===== src/rtl/tlwf_pkg.sv =====
package tlwf_pkg;

  localparam int WIN_DEPTH = 5;
  localparam int FILL_W    = $clog2(WIN_DEPTH + 1);
  localparam int Q_DEPTH   = 4;
  localparam int Q_PTR_W   = $clog2(Q_DEPTH);
  localparam int Q_CNT_W   = $clog2(Q_DEPTH + 1);
  localparam int COL_W     = 11;
  localparam int LIMIT_W   = 10;
  localparam int LINE_W    = 16;

  localparam logic [7:0] CH_SLASH = 8'd47;
  localparam logic [7:0] CH_N     = 8'd110;
  localparam logic [7:0] CH_X     = 8'd120;
  localparam logic [7:0] CH_T     = 8'd116;
  localparam logic [7:0] CH_CR    = 8'd13;
  localparam logic [7:0] CH_LF    = 8'd10;
  localparam logic [7:0] CH_ASCII_MAX = 8'd127;

  localparam logic [LIMIT_W-1:0] WRAP_RESET = LIMIT_W'(44);
  localparam logic [LINE_W-1:0]  LINE_MAX   = '1;
  localparam logic [LINE_W-1:0]  LINE_ONE   = LINE_W'(1);

  typedef enum logic [2:0] {
    TK_PASS,
    TK_WIDE,
    TK_CRLF,
    TK_NXT,
    TK_END
  } tok_kind_t;

  typedef struct packed {
    tok_kind_t       kind;
    logic [2:0][7:0] bytes;
  } tok_t;

endpackage


===== src/rtl/text_line_wrap_filter.sv =====
// Text line wrap filter. Bytes enter a five-byte lookahead window; once it is
// full, or after the request marked tlast, tokens are taken from its head and
// queued (four deep) for the output sequencer, which inserts wrap newlines,
// turns the "/nxt/" marker into a newline, passes three high bytes as one
// two-column glyph, drops CR LF and passes all else. Input takes one request
// per cycle unless a flush runs or window and token queue are full. Output
// gives at most one result per cycle when not stalled: a token's bytes in turn
// (none for CR LF), after any wrap newline. A final request flushes the window
// at one token per cycle while the queue has room, then a marker (tuser low,
// tlast high) gives the line total in tdata[23:8]; then a fresh stream starts.
// A wrap_limit write takes effect at the next edge; write it only when idle.
module text_line_wrap_filter
  import tlwf_pkg::*;
(
  input  logic               clk,
  input  logic               rst_n,
  input  logic               cfg_wr_en,
  input  logic [LIMIT_W-1:0] cfg_wr_data,   // wrap_limit
  input  logic               in_tvalid,
  output logic               in_tready,
  input  logic [7:0]         in_tdata,      // in_byte
  input  logic               in_tlast,      // in_last
  output logic               out_tvalid,
  input  logic               out_tready,
  output logic [23:0]        out_tdata,     // out_byte, line_total
  output logic               out_tuser,     // out_valid
  output logic               out_tlast      // out_last
);

  tok_t              f_tok, q_tok;
  logic              f_valid, f_ready, q_valid, q_ready;
  logic [7:0]        o_byte;
  logic [LINE_W-1:0] o_line;

  tlwf_front u_front (
    .clk       (clk),
    .rst_n     (rst_n),
    .in_valid  (in_tvalid),
    .in_ready  (in_tready),
    .in_byte   (in_tdata),
    .in_last   (in_tlast),
    .tok_valid (f_valid),
    .tok_ready (f_ready),
    .tok       (f_tok)
  );

  tlwf_queue u_queue (
    .clk      (clk),
    .rst_n    (rst_n),
    .wr_valid (f_valid),
    .wr_ready (f_ready),
    .wr_tok   (f_tok),
    .rd_valid (q_valid),
    .rd_ready (q_ready),
    .rd_tok   (q_tok)
  );

  tlwf_back u_back (
    .clk         (clk),
    .rst_n       (rst_n),
    .cfg_wr_en   (cfg_wr_en),
    .cfg_wr_data (cfg_wr_data),
    .tok_valid   (q_valid),
    .tok_ready   (q_ready),
    .tok         (q_tok),
    .out_valid   (out_tvalid),
    .out_ready   (out_tready),
    .out_byte    (o_byte),
    .out_flag    (out_tuser),
    .out_last    (out_tlast),
    .out_line    (o_line)
  );

  assign out_tdata = {o_line, o_byte};

endmodule


===== src/rtl/tlwf_front.sv =====
module tlwf_front
  import tlwf_pkg::*;
(
  input  logic       clk,
  input  logic       rst_n,
  input  logic       in_valid,
  output logic       in_ready,
  input  logic [7:0] in_byte,
  input  logic       in_last,
  output logic       tok_valid,
  input  logic       tok_ready,
  output tok_t       tok
);

  logic [7:0]        win_r   [WIN_DEPTH];
  logic [7:0]        win_nxt [WIN_DEPTH];
  logic [FILL_W-1:0] fill_r, fill_nxt, fill_mid;
  logic              flush_r, flush_nxt;
  logic [FILL_W-1:0] take_k;
  logic              is_nxt, is_wide, is_crlf, is_end;
  logic              tok_go, accept;
  logic [7:0]        shifted [WIN_DEPTH];

  assign is_end  = flush_r && (fill_r == '0);
  assign is_nxt  = (fill_r >= FILL_W'(5)) && win_r[0] == CH_SLASH && win_r[1] == CH_N &&
                   win_r[2] == CH_X && win_r[3] == CH_T && win_r[4] == CH_SLASH;
  assign is_wide = (fill_r >= FILL_W'(3)) && win_r[0] > CH_ASCII_MAX &&
                   win_r[1] > CH_ASCII_MAX && win_r[2] > CH_ASCII_MAX;
  assign is_crlf = (fill_r >= FILL_W'(2)) && win_r[0] == CH_CR && win_r[1] == CH_LF;

  always_comb begin
    tok.bytes[0] = win_r[0];
    tok.bytes[1] = win_r[1];
    tok.bytes[2] = win_r[2];
    if (is_end) begin
      tok.kind = TK_END;
      take_k   = '0;
    end else if (is_nxt) begin
      tok.kind = TK_NXT;
      take_k   = FILL_W'(5);
    end else if (is_wide) begin
      tok.kind = TK_WIDE;
      take_k   = FILL_W'(3);
    end else if (is_crlf) begin
      tok.kind = TK_CRLF;
      take_k   = FILL_W'(2);
    end else begin
      tok.kind = TK_PASS;
      take_k   = FILL_W'(1);
    end
  end

  assign tok_valid = flush_r || (fill_r == FILL_W'(WIN_DEPTH));
  assign tok_go    = tok_valid && tok_ready;
  assign in_ready  = !flush_r && ((fill_r != FILL_W'(WIN_DEPTH)) || tok_ready);
  assign accept    = in_valid && in_ready;

  always_comb begin
    for (int i = 0; i < WIN_DEPTH; i++) begin
      shifted[i] = win_r[i];
      case (take_k)
        FILL_W'(1): if (i + 1 < WIN_DEPTH) shifted[i] = win_r[i + 1];
        FILL_W'(2): if (i + 2 < WIN_DEPTH) shifted[i] = win_r[i + 2];
        FILL_W'(3): if (i + 3 < WIN_DEPTH) shifted[i] = win_r[i + 3];
        default:    shifted[i] = win_r[i];
      endcase
    end
  end

  always_comb begin
    fill_mid  = fill_r;
    flush_nxt = flush_r;
    for (int i = 0; i < WIN_DEPTH; i++) win_nxt[i] = win_r[i];
    if (tok_go) begin
      if (is_end) begin
        flush_nxt = 1'b0;
      end else begin
        fill_mid = fill_r - take_k;
        for (int i = 0; i < WIN_DEPTH; i++) win_nxt[i] = shifted[i];
      end
    end
    fill_nxt = fill_mid;
    if (accept) begin
      win_nxt[fill_mid[FILL_W-1:0]] = in_byte;
      fill_nxt = fill_mid + FILL_W'(1);
      if (in_last) flush_nxt = 1'b1;
    end
  end

  always_ff @(posedge clk) begin
    if (!rst_n) begin
      fill_r  <= '0;
      flush_r <= 1'b0;
    end else begin
      fill_r  <= fill_nxt;
      flush_r <= flush_nxt;
    end
  end

  always_ff @(posedge clk) begin
    for (int i = 0; i < WIN_DEPTH; i++) win_r[i] <= win_nxt[i];
  end

endmodule


===== src/rtl/tlwf_queue.sv =====
module tlwf_queue
  import tlwf_pkg::*;
(
  input  logic clk,
  input  logic rst_n,
  input  logic wr_valid,
  output logic wr_ready,
  input  tok_t wr_tok,
  output logic rd_valid,
  input  logic rd_ready,
  output tok_t rd_tok
);

  tok_t               mem_r [Q_DEPTH];
  logic [Q_PTR_W-1:0] wptr_r, wptr_nxt, rptr_r, rptr_nxt;
  logic [Q_CNT_W-1:0] cnt_r, cnt_nxt;
  logic               push, pop;

  assign wr_ready = (cnt_r != Q_CNT_W'(Q_DEPTH));
  assign rd_valid = (cnt_r != '0);
  assign rd_tok   = mem_r[rptr_r];
  assign push     = wr_valid && wr_ready;
  assign pop      = rd_valid && rd_ready;

  always_comb begin
    wptr_nxt = push ? wptr_r + Q_PTR_W'(1) : wptr_r;
    rptr_nxt = pop  ? rptr_r + Q_PTR_W'(1) : rptr_r;
    cnt_nxt  = cnt_r;
    if (push && !pop) cnt_nxt = cnt_r + Q_CNT_W'(1);
    else if (pop && !push) cnt_nxt = cnt_r - Q_CNT_W'(1);
  end

  always_ff @(posedge clk) begin
    if (!rst_n) begin
      wptr_r <= '0;
      rptr_r <= '0;
      cnt_r  <= '0;
    end else begin
      wptr_r <= wptr_nxt;
      rptr_r <= rptr_nxt;
      cnt_r  <= cnt_nxt;
    end
  end

  always_ff @(posedge clk) begin
    if (push) mem_r[wptr_r] <= wr_tok;
  end

endmodule


===== src/rtl/tlwf_back.sv =====
module tlwf_back
  import tlwf_pkg::*;
(
  input  logic               clk,
  input  logic               rst_n,
  input  logic               cfg_wr_en,
  input  logic [LIMIT_W-1:0] cfg_wr_data,
  input  logic               tok_valid,
  output logic               tok_ready,
  input  tok_t               tok,
  output logic               out_valid,
  input  logic               out_ready,
  output logic [7:0]         out_byte,
  output logic               out_flag,
  output logic               out_last,
  output logic [LINE_W-1:0]  out_line
);

  logic [LIMIT_W-1:0] limit_r;
  logic [COL_W-1:0]   col_r, col_nxt;
  logic [LINE_W-1:0]  line_r, line_nxt, line_bump;
  tok_t               cur_r, cur_nxt;
  logic               cur_vld_r, cur_vld_nxt;
  logic               wrapped_r, wrapped_nxt;
  logic [1:0]         widx_r, widx_nxt;
  logic               can_emit, done;
  logic               emit;
  logic [7:0]         e_byte, wide_byte;
  logic               e_flag, e_last;
  logic               ovld_r;
  logic [7:0]         obyte_r;
  logic               oflag_r, olast_r;
  logic [LINE_W-1:0]  oline_r;

  assign can_emit  = !ovld_r || out_ready;
  assign line_bump = (line_r != LINE_MAX) ? line_r + LINE_ONE : line_r;

  always_comb begin
    case (widx_r)
      2'd0:    wide_byte = cur_r.bytes[0];
      2'd1:    wide_byte = cur_r.bytes[1];
      default: wide_byte = cur_r.bytes[2];
    endcase
  end

  always_comb begin
    col_nxt     = col_r;
    line_nxt    = line_r;
    wrapped_nxt = wrapped_r;
    widx_nxt    = widx_r;
    emit        = 1'b0;
    e_byte      = CH_LF;
    e_flag      = 1'b1;
    e_last      = 1'b0;
    done        = 1'b0;
    if (cur_vld_r && can_emit) begin
      if (!wrapped_r && cur_r.kind != TK_END && col_r > COL_W'(limit_r)) begin
        emit        = 1'b1;
        col_nxt     = '0;
        line_nxt    = line_bump;
        wrapped_nxt = 1'b1;
      end else begin
        case (cur_r.kind)
          TK_PASS: begin
            emit    = 1'b1;
            e_byte  = cur_r.bytes[0];
            col_nxt = col_r + COL_W'(1);
            done    = 1'b1;
          end
          TK_WIDE: begin
            emit   = 1'b1;
            e_byte = wide_byte;
            if (widx_r == 2'd2) begin
              col_nxt = col_r + COL_W'(2);
              done    = 1'b1;
            end else begin
              widx_nxt = widx_r + 2'd1;
            end
          end
          TK_NXT: begin
            emit     = 1'b1;
            col_nxt  = '0;
            line_nxt = line_bump;
            done     = 1'b1;
          end
          TK_END: begin
            emit     = 1'b1;
            e_byte   = '0;
            e_flag   = 1'b0;
            e_last   = 1'b1;
            col_nxt  = '0;
            line_nxt = LINE_ONE;
            done     = 1'b1;
          end
          default: done = 1'b1;
        endcase
      end
    end
    if (!cur_vld_r || done) begin
      wrapped_nxt = 1'b0;
      widx_nxt    = 2'd0;
    end
  end

  assign tok_ready = !cur_vld_r || done;

  always_comb begin
    cur_vld_nxt = cur_vld_r;
    cur_nxt     = cur_r;
    if (tok_ready) begin
      cur_vld_nxt = tok_valid;
      cur_nxt     = tok;
    end
  end

  always_ff @(posedge clk) begin
    if (!rst_n) begin
      limit_r   <= WRAP_RESET;
      col_r     <= '0;
      line_r    <= LINE_ONE;
      cur_vld_r <= 1'b0;
      wrapped_r <= 1'b0;
      widx_r    <= 2'd0;
      ovld_r    <= 1'b0;
    end else begin
      if (cfg_wr_en) limit_r <= cfg_wr_data;
      col_r     <= col_nxt;
      line_r    <= line_nxt;
      cur_vld_r <= cur_vld_nxt;
      wrapped_r <= wrapped_nxt;
      widx_r    <= widx_nxt;
      if (emit) ovld_r <= 1'b1;
      else if (out_ready) ovld_r <= 1'b0;
    end
  end

  always_ff @(posedge clk) begin
    cur_r <= cur_nxt;
    if (emit) begin
      obyte_r <= e_byte;
      oflag_r <= e_flag;
      olast_r <= e_last;
      oline_r <= line_r;
    end
  end

  assign out_valid = ovld_r;
  assign out_byte  = obyte_r;
  assign out_flag  = oflag_r;
  assign out_last  = olast_r;
  assign out_line  = oline_r;

endmodule


===== config.mk =====
export PLATFORM = sky130hd
export DESIGN_NAME = text_line_wrap_filter
export DESIGN_NICKNAME = d
export VERILOG_FILES = /design/src/rtl/tlwf_pkg.sv /design/src/rtl/text_line_wrap_filter.sv /design/src/rtl/tlwf_front.sv /design/src/rtl/tlwf_queue.sv /design/src/rtl/tlwf_back.sv
export SDC_FILE = /design/constraint.sdc
export NUM_CORES = 1
export LEC_CHECK = 0
export BUFFER_PORTS_ARGS = -buffer_cell sky130_fd_sc_hd__clkbuf_2
export CAP_MARGIN = 10
export CORE_MARGIN = 2
export CORE_UTILIZATION = 35
export CTS_CLUSTER_DIAMETER = 80
export CTS_CLUSTER_SIZE = 25
export DETAILED_ROUTE_END_ITERATION = 6
export SLEW_MARGIN = 40
export SYNTH_ARGS = -nofsm -noshare
export SYNTH_HDL_FRONTEND = slang
export SYNTH_SLANG_ARGS = --single-unit

===== constraint.sdc =====
create_clock -name clk -period 4.3 [get_ports clk]
set_input_delay 0.645 -clock clk [delete_from_list [all_inputs] [get_ports clk]]
set_output_delay 0.645 -clock clk [all_outputs]
set_load 0.02 [all_outputs]

==> summary.txt <==
Worst setup path
  • CP Cell Sequence: or4_1 -> nor4_2 -> and2_1 -> buf_4 -> nand2b_1 -> fa_1 -> a31oi_2 -> inv_1 -> nor4_1 -> buf_4
  • Crit start category: flop
  • R2R setup slack: 770 ps
  • CP Max Fanout: 26
  • Bufs and invs on worst path: 3
  • Most used cell, CP: buf_4
  • CP arrival: 3760 ps
  • Worst Setup End Kind: flop
  • Critical register-to-register path startpoint: u_front.win_r[0][7]
  • R2R depth: 10
  • Worst Path Required: 4520 ps
  • Slowest CP cell: or4_1
  • Largest stage delay, worst path: 560 ps
  • Critical Setup Path Class: flop to flop
  • WP depth: 10
  • CP delay by family, top: simple AND/OR/NAND/NOR gates

Timing
  • Period utilisation layout: 0.822
  • Worst Skew: 26.0 ps
  • Hold Vio Cnt, Final: 0
  • Worst slew pin tran: 799 ps
  • Clock period minus worst slack: 3530 ps
  • Setup_tns: 0 ps
  • Pins Over Slew Limit: 0
  • Setup violations, final: 0
  • Final setup margin: 765 ps
  • Maximum clock frequency: 0.283 GHz
  • Relative slew margins: 0.467
  • RSZ-0062 raised after global routing: no

Detailed routing
  • DR vias: 6686
  • DRC viols: 0
  • WL met3: 896 microns
  • DR WL/cell: 17.2 microns
  • Top layer in use: met4
  • WL final: 22.3 mm
  • WL met2: 9.92 mm
  • Metal-1 WL: 11.2 mm
  • Iteration-0 DRC Markers: 555
  • DRT Pass-1 Iters: 5
  • Post-route ant nets: 0
  • Vias/cell: 5.17

Logic synthesis
  • Mapped cell area: 11300 sq um
  • Most common cell in the netlist: edfxtp_1
  • Mean Syn Cell Area: 13.5 sq um
  • Top cells by area, synth: edfxtp_1 (45%), dfxtp_1 (15%), mux4_2 (5.4%)
  • Syn_nets: 884
  • Synth async-reset ratio: 0
  • #FFs+latches synth: 254
  • Synth warnings: 0
  • Post-Syn Instances: 836
  • Main synth FF type: edfxtp_1
  • Largest area contributor in the netlist: edfxtp_1
  • Top cell type's share of synthesized area: 0.450
  • Most frequent cells after synthesis: edfxtp_1 (169), dfxtp_1 (85), nor2_1 (71)
  • Register area share after synthesis: 0.602
  • Post-synth cell types: 74
  • Number of flops mapped to enable cells by yosys: 169

Pwr
  • Leak: 0.00435 uW
  • Worst vdd rail ir drop: 0.000306 V
  • P per Cell Area: 592 nW/um^2

Clock tree
  • Num CTS Buffers: 16
  • Insertion delay to the later sink of the worst-skew pair: 500 ps
  • CTS tree: yes
  • Post-cts resize count: 0
  • Clock sinks: 254
  • Clock slew at reported path FFs: 100 ps
  • Setup bufs post-CTS: 0
  • # hold bufs at CTS: 0
  • CTS root buf: clkbuf_16
  • Max H-tree Level: 1
  • Longest Clk Path Bufs: 3

Place
  • Placer Congestion: 0.797
  • Hpwl dp: 15.1 mm
  • Port Buffers: 51
  • DP Worst Slack: 760 ps

Cells and area
  • Fillers: 2934
  • Layout Nets: 929
  • Antenna Cells: 0
  • Multi-input logic area: 4260 sq um
  • Layout cells sized above 1: 0.204
  • P&R area growth vs syn: 11.3%
  • Reg area: 6780 sq um

Floorplanning
  • Die Span Y: 183 microns
  • Starting Density: 0.356
  • Full die area: 33600 sq um
  • Row count: 65
  • Top Ports: 52
  • Core area: 31600 sq um
  • Die width: 183 microns

Global route
  • Vias in the first global route: 6566
  • Total GRT Usage: 0.135
  • First-pass GRT wire length: 36.4 mm
  • Largest net degree at the start of global routing: 38
  • Grt ovf: 0
  • Initial antenna violation count: 0

Worst hold path
  • Hold Path Sink: u_back.limit_r[2]
  • Hold Crit Start: cfg_wr_data[2]
  • Hold WC Path Type: primary input to flop
  • Worst hold path stage count: 3

Job
  • Max Cap Viol: 0

Outcome
  • Status: finished clean
through the flow:
step	instances	power (uW)	hold WS [ps]	instance area, sq um	util
finish	1293	7410	369	12500	0.396
global route	1293	7830	367	12500	0.396
CTS	1293	7500	343	12500	0.396
detailed placement	1265	5780	466	12000	0.378
global placement	1265	5720	462	12000	0.378
floorplan	836	5160	443	11300	-
registers in the layout, summed over array words and instances, names as in the netlist, 2 cells and up, named ones only:
| signal | cells |
|---|---|
| u_back.out_byte | 8 |
| u_queue.cnt_r | 3 |
| u_queue.mem_r | 108 |
| u_queue.wptr_r | 2 |
| u_front.fill_r | 3 |
| u_back.widx_r | 2 |
| u_queue.rptr_r | 2 |
| u_back.out_line | 16 |
| u_back.cur_r | 27 |
| u_front.win_r | 32 |
| u_back.limit_r | 10 |
| u_back.line_r | 16 |
| u_back.col_r | 11 |
worst max path at each step:
stage	startpoint	slack (ps)	end
3_5_place_dp	u_front.win_r[0][7]	760	flop
4_1_cts	u_front.win_r[0][7]	740	flop
6_report	u_front.win_r[0][7]	770	flop
3_3_place_gp	u_front.win_r[0][7]	820	flop
5_1_grt	u_front.win_r[0][7]	520	flop
2_1_floorplan	u_back.col_r[8]	80	u_queue.cnt_r[2]
layout by cell type, fill, tap and decap left out, drive strengths merged, types with 6 or more instances in the layout:
master | Yosys | final
a22oi | 30 | 30
nand4b | 9 | 9
buf | 19 | 10
nor3b | 6 | 6
nor2b | 14 | 14
dfxtp | 85 | 85
edfxtp | 169 | 169
nand4 | 9 | 9
o21ai | 25 | 25
o2bb2ai | 8 | 8
mux2 | 40 | 40
nor3 | 13 | 13
mux4 | 27 | 27
a21oi | 52 | 52
nand2 | 47 | 47
xnor2 | 12 | 12
clkbuf | 15 | 74
mux2i | 14 | 14
o211ai | 7 | 7
nand3 | 16 | 16
and2 | 14 | 14
inv | 23 | 26
ha | 22 | 22
nor2 | 75 | 75
nor4 | 16 | 16
power breakdown:
part	total (uW)	internal, uW	switching [uW]
Clock	1710	842	871
Sequential	3900	3310	592
Combinational	1800	853	944
cell families (layout without fill, tap and decap cells):
family / after synthesis / count (layout) / share of synthesized area
mux: 81 / 81 / 0.115
flops: 254 / 254 / 0.602
simple gates: 245 / 245 / 0.127
fa+ha+maj: 24 / 24 / 0.0280
xor+xnor: 17 / 17 / 0.0132
buf+inv: 58 / 113 / 0.0218
compound gates: 157 / 157 / 0.0934
worst min-delay path, cell delays in order:
cell,delay [ps]
clkbuf_2,70
nand2_1,40
o211ai_1,60
layer usage:
metal | up-vias | global-route usage
met5 | - | 0
met4 | 0 | 0.0243
met3 | 21 | 0.0204
met2 | 135 | 0.212
met1 | 3260 | 0.200
li1 | 3270 | -
layout make-up:
class / count / area share
Timing Repair Buffer: 61 / 0.0264
Tap cell: 402 / 0.0401
Inverter: 24 / 0.00729
Clock inverter: 5 / 0.00649
Sequential cell: 254 / 0.541
Clock buffer: 23 / 0.0391
Multi-Input combinational cell: 524 / 0.340
No activity file was read; power rests on OpenSTA's default activity.
